## config.mk

```make
export PLATFORM = sky130hd
export DESIGN_NAME = wtm_front
export DESIGN_NICKNAME = d
export VERILOG_FILES = /design/src/hw/rtl/windowed_throughput_meter_top_macros.svh /design/src/hw/rtl/wtm_pkg.sv /design/src/hw/rtl/wtm_front.sv
export SDC_FILE = /design/constraint.sdc
export NUM_CORES = 1
export LEC_CHECK = 0
export BUFFER_PORTS_ARGS = -buffer_cell sky130_fd_sc_hd__buf_2
export CAP_MARGIN = 20
export CORE_MARGIN = 2
export CORE_UTILIZATION = 45
export CTS_CLUSTER_SIZE = 24
export DETAILED_ROUTE_END_ITERATION = 16
export PLACE_DENSITY = 0.69
export SLEW_MARGIN = 40
export SYNTH_ARGS = -nofsm -noshare
export SYNTH_HDL_FRONTEND = slang
export SYNTH_SLANG_ARGS = --single-unit
```

## constraint.sdc

```tcl
create_clock -name clk -period 9.2 [get_ports clk]
set_input_delay 2.3 -clock clk [delete_from_list [all_inputs] [get_ports clk]]
set_output_delay 2.3 -clock clk [all_outputs]
set_load 0.02 [all_outputs]
```

## src/hw/rtl/windowed_throughput_meter_top_macros.svh

```systemverilog
// Assertion macros for the windowed throughput meter
`ifndef WINDOWED_THROUGHPUT_METER_TOP_MACROS_SVH
`define WINDOWED_THROUGHPUT_METER_TOP_MACROS_SVH

`ifndef ASSERT_OFF
// implication checked at every clock edge out of reset
`define WTM_ASSERT_IMP(lbl, ante, cons) \
  lbl: assert property (@(posedge clk) disable iff (!rst_n) (ante) |-> (cons)) \
    else $error("implication check failed");
// condition must never hold out of reset
`define WTM_ASSERT_NEVER(lbl, cond) \
  lbl: assert property (@(posedge clk) disable iff (!rst_n) !(cond)) \
    else $error("forbidden condition seen");
`else
`define WTM_ASSERT_IMP(lbl, ante, cons)
`define WTM_ASSERT_NEVER(lbl, cond)
`endif

`endif

```

## src/hw/rtl/wtm_pkg.sv

```systemverilog
// Shared types and constants of the windowed throughput meter
package wtm_pkg;

  localparam int DEPTH_DEF = 64;
  localparam int TIME_W    = 32;
  localparam int BYTES_W   = 48;
  localparam int WIN_W     = 32;
  localparam int NUM_W     = 80;
  localparam int DEN_W     = 58;
  localparam int CFG_IDX_W = 1;

  localparam logic [9:0]         MS_PER_S    = 10'd1000;
  localparam logic [NUM_W-1:0]   RATE_CAP    = 80'h0000_0000_FFFF_FFFF_FFFF;
  localparam logic [NUM_W-1:0]   REM_POS_CAP = 80'h0000_0000_7FFF_FFFF_FFFF;
  localparam logic [NUM_W-1:0]   REM_NEG_CAP = 80'h0000_0000_8000_0000_0000;
  localparam logic [WIN_W-1:0]   REM_WIN_RST  = 32'd10000;
  localparam logic [WIN_W-1:0]   RATE_WIN_RST = 32'd5000;

  localparam logic [CFG_IDX_W-1:0] REG_REM_WIN  = 1'd0;
  localparam logic [CFG_IDX_W-1:0] REG_RATE_WIN = 1'd1;

  typedef struct packed {
    logic [TIME_W-1:0]         time_ms;
    logic [BYTES_W-1:0]        bytes_done;
    logic signed [BYTES_W-1:0] bytes_left;
  } wtm_in_t;

  typedef struct packed {
    logic [BYTES_W-1:0]        rate_bytes_per_sec;
    logic                      rate_valid;
    logic signed [BYTES_W-1:0] remaining_sec;
    logic                      remaining_valid;
  } wtm_out_t;

  // item after classification in the front part
  typedef struct packed {
    logic [TIME_W-1:0]  time_ms;
    logic [BYTES_W-1:0] bytes_done;
    logic [BYTES_W-1:0] left_mag;
    logic               left_neg;
  } wtm_cls_t;

  typedef struct packed {
    logic ring_empty;
    logic scanning;
  } wtm_stat_t;

  typedef enum logic [3:0] {
    S_IDLE,
    S_SCAN,
    S_TRIM,
    S_PREP,
    S_PREP2,
    S_PREP3,
    S_RATE_GO,
    S_RATE_WAIT,
    S_REM_GO,
    S_REM_WAIT,
    S_DONE
  } wtm_state_t;

endpackage

```

## src/hw/rtl/wtm_front.sv

```systemverilog
// Front part: takes items, splits the remaining bytes into sign and magnitude, queues them
module wtm_front
  import wtm_pkg::*;
(
  input  logic     clk,
  input  logic     rst_n,
  input  logic     in_valid,
  output logic     in_stall,
  input  wtm_in_t  in_data,
  input  logic     pop,
  output logic     q_valid,
  output wtm_cls_t q_item
);

  wtm_cls_t   mem_r [2];
  logic       wp_r, wp_nxt;
  logic       rp_r, rp_nxt;
  logic [1:0] cnt_r, cnt_nxt;
  logic       push;
  wtm_cls_t   cls;

  assign in_stall = (cnt_r == 2'd2);
  assign push     = in_valid && !in_stall;
  assign q_valid  = (cnt_r != 2'd0);
  assign q_item   = mem_r[rp_r];

  always_comb begin
    cls.time_ms    = in_data.time_ms;
    cls.bytes_done = in_data.bytes_done;
    cls.left_neg   = in_data.bytes_left[BYTES_W-1];
    cls.left_mag   = cls.left_neg ? (~in_data.bytes_left + 48'd1) : in_data.bytes_left;
  end

  always_comb begin
    wp_nxt  = wp_r;
    rp_nxt  = rp_r;
    cnt_nxt = cnt_r;
    if (push) begin
      wp_nxt = ~wp_r;
    end
    if (pop && q_valid) begin
      rp_nxt = ~rp_r;
    end
    case ({push, pop && q_valid})
      2'b10:   cnt_nxt = cnt_r + 2'd1;
      2'b01:   cnt_nxt = cnt_r - 2'd1;
      default: cnt_nxt = cnt_r;
    endcase
  end

  always_ff @(posedge clk) begin
    if (!rst_n) begin
      wp_r  <= 1'b0;
      rp_r  <= 1'b0;
      cnt_r <= 2'd0;
    end else begin
      wp_r  <= wp_nxt;
      rp_r  <= rp_nxt;
      cnt_r <= cnt_nxt;
    end
  end

  always_ff @(posedge clk) begin
    if (push) begin
      mem_r[wp_r] <= cls;
    end
  end

endmodule

```

==> flow_summary.toml, run 1 <==
[run_status]
status = "finished, final reports clean"

[setup_path]
crit_path_cell_trace = "buf_6, mux2_2, buf_2"
path_buf_inv = 2
slowest_stage = "dfxtp_4"
critical_path.max_stage_delay_ps = 600
critPathLaunchType = "flip-flop"
critPathRequiredTime_ps = 6900
endpoint_kind = "output port"
cp.depth = 3
worstRegToRegCells = 5
crit_family = "buffers and inverters"
critPathMaxFanout = 68
cp.arrival_ps = 2340
path_class = "reg -> out"

[run]
max-cap-violations = 0

[synthesis]
yosys.area.top_type = "edfxtp_1"
synth_fp_nets = 713
ys_ff_latch = 263
ys_seq_area_share_pct = 74.4
syn_area_um2 = 10600
synth_warnings = 0
syn_inst = 579
syn-mean-instance-area_um2 = 18.2
synthTopCellsByArea = "edfxtp_1 73%, mux2_2 14%, xnor2_1 4.0%, o31ai_1 1.2%, dfxtp_1 0.95%"
synthDistinctLibCells = 35
synth_top_area_share_pct = 73.4

[route]
postRouteAntennaNets = 0
vias = 5996
wl_per_cell_um = 18.1
drt_iter0_markers = 262
drt-vias-per-instance = 4.99
drc = 0
drt_wl_total_mm = 21.8
drt_pass1_iterations = 4

[grt]
grt_pass1_wl_mm = 32.4
grt_overflow_total = 0
grt_max_degree = 105
grt_pass1_vias = 5987
antenna_found_initial = 5
grt_use_total_pct = 16.9

[place]
dp_hpwl_mm = 14.5
gp_congestion = 0.808
port-buffer-count = 262

[clock_network]
cts_tree = "yes"
h-tree-depth = 1
cts_buffers = 28
cts_setup_buffers = 0
cts_resized = 0
cts_sinks = 263
clkLatencyLatePin_ps = 520
clockBufferDepth = 3
root_buffer = "clkbuf_16"
cts_hold_buf = 0
path_clk_slew_ps = 60

[sta]
hold_viol = 0
max_slew_margin_pct = 48.1
tns_ps = 0
setup_viol = 0
slew_violations = 0
rsz0062_at_grt = "no"
worst_slew_pin_slew_ps = 779
fin_crit_sh_pct = 50.4
skew_ps = 6.10
min_period_ps = 4640
fmax_ghz = 0.216

[hold_path]
worstHoldPathCells = 2
hold_path.class = "reg -> reg"

[floorplan]
start_util_pct = 45.4
die_y_um = 157
die_area_um2 = 24700
core_um2 = 23300
num_rows = 56
die_w_um = 157
ios = 263

[finish]
fin_util_pct = 57.1
syn_to_final_growth_pct = 26.0
fin_nets = 992
mostFrequentLayoutCell = "buf_2"
fill_cells = 1888
layout_common_cells = "261 x buf_2, 258 x edfxtp_1, 129 x mux2_2"
layout-drive-gt1-share_pct = 51.7

[power]
power_density_nw_per_um2 = 283
peakVddDrop_v = 0.000157
leakage_nw = 4.80
finalPower_mw = 3.76
[synthesized netlist by cell type, drive strengths merged]
cell,instances
nor4,3
ha,2
edfxtp,258
xnor2,48
nand4,3
nor2,7
dfxtp,5
nand3b,1
or4b,1
mux2,129
inv,3
and3,1
clkbuf,19
a21boi,1
nand2b,3
or3,5
o21a,1
nand2,20
buf,1
or3b,1
or2,4
or4,11
o21ai,14
o41ai,6
nor3,6
o31ai,17
nor2b,3
and2,3
nand3,3
[worst reg2reg max path, cell delays in order, from the launching register on]
cell and delay [ps]:
dfxtp_1 400, nand2b_1 170, and3_4 310, buf_12 240, buf_12 270, buf_4 650
[final timing paths]
kind         startpoint           end  slack, ps
min            cnt_r[1]      cnt_r[1]        530
max reg2reg    cnt_r[0]  mem_r[1][63]       6740
max           flip-flop   q_item[105]       4560
min reg2reg    cnt_r[1]      cnt_r[1]        530
[sequential cells by signal, summed over array words and instances, names as in the netlist, named ones only]
name,count
mem_r,258
cnt_r,2
rp_r,1
wp_r,1
[layout make-up]
cell class                 instances  area, µm²  share of cell area [%]
antenna                            3       7.51                  0.0565
clock buffer                      34        764                    5.75
clock inverter                    18        186                    1.40
inverter                           3       11.3                  0.0847
multi-input combinational        293       2630                    19.8
sequential                       263       7850                    59.1
tap                              319        399                    3.00
timing repair buffer             269       1440                    10.8
[power breakdown]
part | total, mW | internal [mW] | switching (mW)
Clock | 1.13 | 0.699 | 0.430
Combinational | 1.05 | 0.423 | 0.628
Sequential | 1.58 | 1.53 | 0.0569
Total | 3.76 | 2.65 | 1.12
[metal layers]
layer  vias to the layer above  GRT usage (%)  wire (µm)
li1                       2835              -          -
met5                         -              0         24
met4                         4           4.72        458
met1                      2881           21.4       8890
met3                        40           6.25       2290
met2                       236           27.5      10100
[per-stage QoR]
| step | area, µm² | hold slack (ps) | cells | worst slack, ps |
|---|---|---|---|---|
| final | 13300 | 532 | 1202 | 4560 |
| after global routing | 13300 | 580 | 1200 | 4440 |
| after CTS | 13300 | 545 | 1199 | 4510 |
| after detailed placement | 12300 | 531 | 1147 | 4420 |
| after global placement | 12200 | 491 | 1143 | 4430 |
| after floorplan | 10600 | 473 | 579 | 818 |
[cell families (layout without fill, tap and decap cells)]
family | after synthesis | count (layout) | synth area share, %
adders and majority gates | 2 | 2 | 0.237
and+or+nand+nor | 75 | 75 | 4.32
muxes | 129 | 129 | 13.8
DFF | 263 | 263 | 74.4
other | 0 | 3 | 0
xor gates and xnor gates | 48 | 48 | 3.98
AOI/OAI and AO/OA | 39 | 39 | 2.51
buffers and inverters | 23 | 324 | 0.818
No activity file was read; power rests on OpenSTA's default activity.
==> run 2, diff against run 1 <==
--- a/config.mk
+++ b/config.mk
@@ -11,7 +11,7 @@
 export CORE_UTILIZATION = 45
 export CTS_CLUSTER_SIZE = 24
 export DETAILED_ROUTE_END_ITERATION = 16
-export PLACE_DENSITY = 0.69
+export PLACE_DENSITY = 0.72
 export SLEW_MARGIN = 40
 export SYNTH_ARGS = -nofsm -noshare
 export SYNTH_HDL_FRONTEND = slang
==> constraint.sdc (replaced) <==
create_clock -name clk -period 3.81 [get_ports clk]
set_input_delay 0.9525 -clock clk [delete_from_list [all_inputs] [get_ports clk]]
set_output_delay 0.9525 -clock clk [all_outputs]
set_load 0.02 [all_outputs]
==> flow_summary.toml, run 2 (synthesized netlist as in run 1, its figures left out) <==
[run_status]
status = "finished, final reports clean"

[clock_network]
clockBufferDepth = 3
cts_resized = 0
root_buffer = "clkbuf_16"
h-tree-depth = 1
cts_setup_buffers = 0
path_clk_slew_ps = 60
clkLatencyLatePin_ps = 520
cts_tree = "yes"
cts_sinks = 263
cts_hold_buf = 0
cts_buffers = 28

[power]
p_sw_share_pct = 29.4
power_density_nw_per_um2 = 690
leakage_nw = 4.81
finalPower_mw = 9.20
power.internal_mw = 6.49
sequentialPowerShare_pct = 41.5
peakVddDrop_v = 0.000462
p_clk_share_pct = 30.7
p_comb_share_pct = 27.8
switchingPower_mw = 2.71

[setup_path]
critPathRequiredTime_ps = 2860
crit_family = "flip-flops"
cp.arrival_ps = 2060
critPathLaunchType = "flip-flop"
slowest_stage = "dfxtp_4"
critPathMaxFanout = 55
path_buf_inv = 2
critical_path.max_stage_delay_ps = 590
r2r_end = "mem_r[1][120]"
endpoint_kind = "output port"
path_class = "reg -> out"
crit_path_cell_trace = "buf_12, mux2_2, buf_2"
r2r_slack_ps = 1800
r2r_start = "cnt_r[0]"
worstRegToRegCells = 3

[finish]
layout_common_cells = "261 x buf_2, 258 x edfxtp_1, 129 x mux2_2"
fin_util_pct = 57.3
regMostFlops = "mem_r"
mostFrequentLayoutCell = "buf_2"
top_regs = "mem_r x258, cnt_r x2"
layout-drive-gt1-share_pct = 51.5
syn_to_final_growth_pct = 26.2
fin_area_um2 = 13300
largest_reg_flops = 258
fin_nets = 994
stdcell_count = 1208

[sta]
setup_viol = 0
min_period_ps = 3010
skew_ps = 7.38
slew_violations = 0
fin_crit_sh_pct = 79.0
max_slew_margin_pct = 46.7
worst_slew_pin_slew_ps = 800
tns_ps = 0
rsz0062_at_grt = "no"
hold_viol = 0
fmax_ghz = 0.332

[grt]
grt_overflow_total = 0
antenna_found_initial = 8
grt_max_degree = 72
grt_use_total_pct = 17.0
grt_pass1_wl_mm = 32.2
grt_pass1_vias = 6006

[route]
drc = 0
drt-vias-per-instance = 5.01
drt_wl_total_mm = 22.0
drt_iter0_markers = 334
wl_per_cell_um = 18.2
vias = 6057
drt_pass1_iterations = 5
postRouteAntennaNets = 0

[floorplan]
core_um2 = 23300
ios = 263
start_util_pct = 45.4
die_y_um = 157
num_rows = 56
die_area_um2 = 24700
die_w_um = 157

[hold_path]
worstHoldPathCells = 2
min_from = "cnt_r[1]"
hold_path.class = "reg -> reg"
worstHoldEndpoint = "cnt_r[1]"

[place]
dpl_cell_area_um2 = 12300
dp_hpwl_mm = 15.0
gp_congestion = 0.810
dp.cells = 1149
port-buffer-count = 262

[run]
max-cap-violations = 0
==> run 2: stage by stage <==
step / hold WS (ps) / setup slack [ps]
after global routing: 533 / 711
after floorplan: 473 / 417
after CTS: 519 / 747
after global placement: 495 / 597
final: 513 / 799
after detailed placement: 507 / 503
==> run 2: final cells by class <==
class                           count  area, µm²
Clock inverter                     17        231
Inverter                            3       11.3
Tap cell                          319        399
Timing Repair Buffer              271       1430
Sequential cell                   263       7850
Multi-Input combinational cell    293       2630
Fill cell                        1879       9940
Clock buffer                       35        748
Antenna cell                        7       17.5
==> run 2: metal layers <==
metal | vias to the layer above | global-route usage [%] | part of all wire (%)
met3 | 39 | 6.42 | 11
met4 | 4 | 4.24 | 1.7
li1 | 2847 | - | -
met5 | - | 0 | 0.095
met1 | 2903 | 20.4 | 39
met2 | 264 | 29.1 | 48
==> run 2: how the worst max path moves through the flow <==
stage	startpoint	endpoint	slack [ps]	cells after the start
6_report	flip-flop	q_item[104]	800	3
2_1_floorplan	in_valid	mem_r[0][0]	420	2
3_5_place_dp	in_data[0]	mem_r[1][35]	500	8
4_1_cts	flip-flop	q_item[27]	750	3
3_3_place_gp	in_data[10]	mem_r[0][34]	600	6
5_1_grt	flip-flop	q_item[50]	710	3
==> run 2: power by group through the flow <==
stage                     sequential (mW)  combinational (mW)  clock [mW]
after global routing                 3.85                2.74        3.01
after CTS                            3.82                2.61        2.91
final                                3.81                2.56        2.83
after detailed placement             3.88                2.59           0
after floorplan                      3.82                1.75           0
after global placement               3.85                2.59           0
==> run 2: worst min-delay path, delay by kind of cell (launching register included) <==
family,cells,cell delay [ps]
flops,1,320
compound gates,2,140
==> run 3, diff against run 2 <==
--- a/config.mk
+++ b/config.mk
@@ -11,7 +11,7 @@
 export CORE_UTILIZATION = 45
 export CTS_CLUSTER_SIZE = 24
 export DETAILED_ROUTE_END_ITERATION = 16
-export PLACE_DENSITY = 0.72
+export PLACE_DENSITY = 0.69
 export SLEW_MARGIN = 40
 export SYNTH_ARGS = -nofsm -noshare
 export SYNTH_HDL_FRONTEND = slang
==> constraint.sdc (replaced) <==
create_clock -name clk -period 2.8 [get_ports clk]
set_input_delay 0.7 -clock clk [delete_from_list [all_inputs] [get_ports clk]]
set_output_delay 0.7 -clock clk [all_outputs]
set_load 0.02 [all_outputs]
==> flow_summary.toml, run 3 (synthesized netlist as in run 1, its figures left out) <==
[run_status]
status = "finished, final reports clean"

[floorplan]
ios = 263
die_area_um2 = 24700
start_util_pct = 45.4
die_y_um = 157
num_rows = 56
core_um2 = 23300
die_w_um = 157

[finish]
top_regs = "mem_r x258, cnt_r x2"
layout-drive-gt1-share_pct = 52.5
layout_common_cells = "262 x buf_2, 258 x edfxtp_1, 129 x mux2_2"
fin_nets = 1016
fill_cells = 1873
regMostFlops = "mem_r"
largest_reg_flops = 258
syn_to_final_growth_pct = 26.7
mostFrequentLayoutCell = "buf_2"

[place]
dp_hpwl_mm = 14.6
port-buffer-count = 262
gp_congestion = 0.814
place_ws_ps = -107

[clock_network]
cts_setup_buffers = 0
cts_resized = 0
clockBufferDepth = 3
cts_hold_buf = 0
cts_buffers = 29
path_clk_slew_ps = 60
cts_sinks = 263
root_buffer = "clkbuf_16"
h-tree-depth = 1
cts_tree = "yes"
clkLatencyLatePin_ps = 520

[sta]
fmax_ghz = 0.395
rsz0062_at_grt = "no"
min_period_ps = 2530
setup_slack_ps = 271
max_slew_margin_pct = 55.0
skew_ps = 6.31
hold_viol = 0
setup_viol = 0
fin_crit_sh_pct = 90.3
slew_violations = 0
tns_ps = 0
worst_slew_pin_slew_ps = 675

[power]
power.internal_mw = 8.41
sequentialPowerShare_pct = 42.4
power_density_nw_per_um2 = 904
finalPower_mw = 12.1
switchingPower_mw = 3.68
p_sw_share_pct = 30.5
p_comb_share_pct = 29.6
peakVddDrop_v = 0.000571
p_clk_share_pct = 28.0
leakage_nw = 4.85

[setup_path]
path_class = "reg -> out"
critPathMaxFanout = 66
cp.arrival_ps = 1830
r2r_slack_ps = 930
endpoint_kind = "output port"
critPathRequiredTime_ps = 2100
critPathLaunchType = "flip-flop"

[route]
vias = 6094
drc = 0
drt_wl_total_mm = 21.7
postRouteAntennaNets = 0
drt-vias-per-instance = 4.97
wl_per_cell_um = 17.7
drt_pass1_iterations = 4
drt_iter0_markers = 213

[hold_path]
hold_path.class = "in -> reg"

[grt]
grt_max_degree = 83
grt_pass1_vias = 6039
grt_use_total_pct = 16.8
grt_pass1_wl_mm = 32.1
grt_overflow_total = 0
antenna_found_initial = 8

[run]
max-cap-violations = 0
[run 3: changes by cell type in the layout (fill, tap and decap cells not counted), sizes merged]
cell / previous run / this run
diode: 7 / 4
clkbuf: 35 / 39
bufinv: 6 / 1
buf: 271 / 292
[run 3: final timing paths]
kind / start / endpoint / cells after the start
worst max-delay path: flip-flop / q_item[104] / 3
worst min-delay path: in_data[126] / mem_r[1][127] / 1
worst max register to register: cnt_r[0] / mem_r[1][79] / 3
worst min register to register: cnt_r[1] / cnt_r[1] / 2
[run 3: worst max-delay path, stage by stage, from the launching register on]
cell and delay [ps]:
dfxtp_4 370, buf_12 300, mux2_2 400, buf_2 170
[run 3: metal layers]
metal | global-route usage [%] | up-vias | share of wire [%]
met5 | 0 | - | 0.26
met4 | 3.55 | 8 | 1.3
met3 | 7.02 | 29 | 11
met2 | 27.7 | 234 | 47
met1 | 20.8 | 2941 | 41
li1 | - | 2882 | -
[run 3: cell type report]
class                           instances  area (µm²)  area share (%)
Tap cell                              319         399            2.99
Timing Repair Buffer                  292        1600            12.0
Antenna cell                            4        10.0          0.0749
Multi-Input combinational cell        293        2650            19.8
Clock inverter                         12        85.1           0.637
Sequential cell                       263        7850            58.7
Inverter                                3        11.3          0.0842
Clock buffer                           39         763            5.71
[run 3: power by group through the flow]
stage	logic, mW	registers, mW	clock network (mW)
5_1_grt	3.82	5.18	3.64
6_report	3.58	5.13	3.38
3_3_place_gp	3.60	5.19	0
4_1_cts	3.63	5.13	3.49
3_5_place_dp	3.61	5.21	0
2_1_floorplan	2.39	5.20	0
[run 3: per-stage QoR]
stage,utilization [%],hold WS [ps],instances,cell area [µm²]
final,57.5,363,1225,13400
after global routing,57.4,329,1222,13400
after CTS,57.4,334,1221,13400
after detailed placement,53.8,497,1170,12500
after global placement,53.8,494,1170,12500
after floorplan,-,473,579,10600
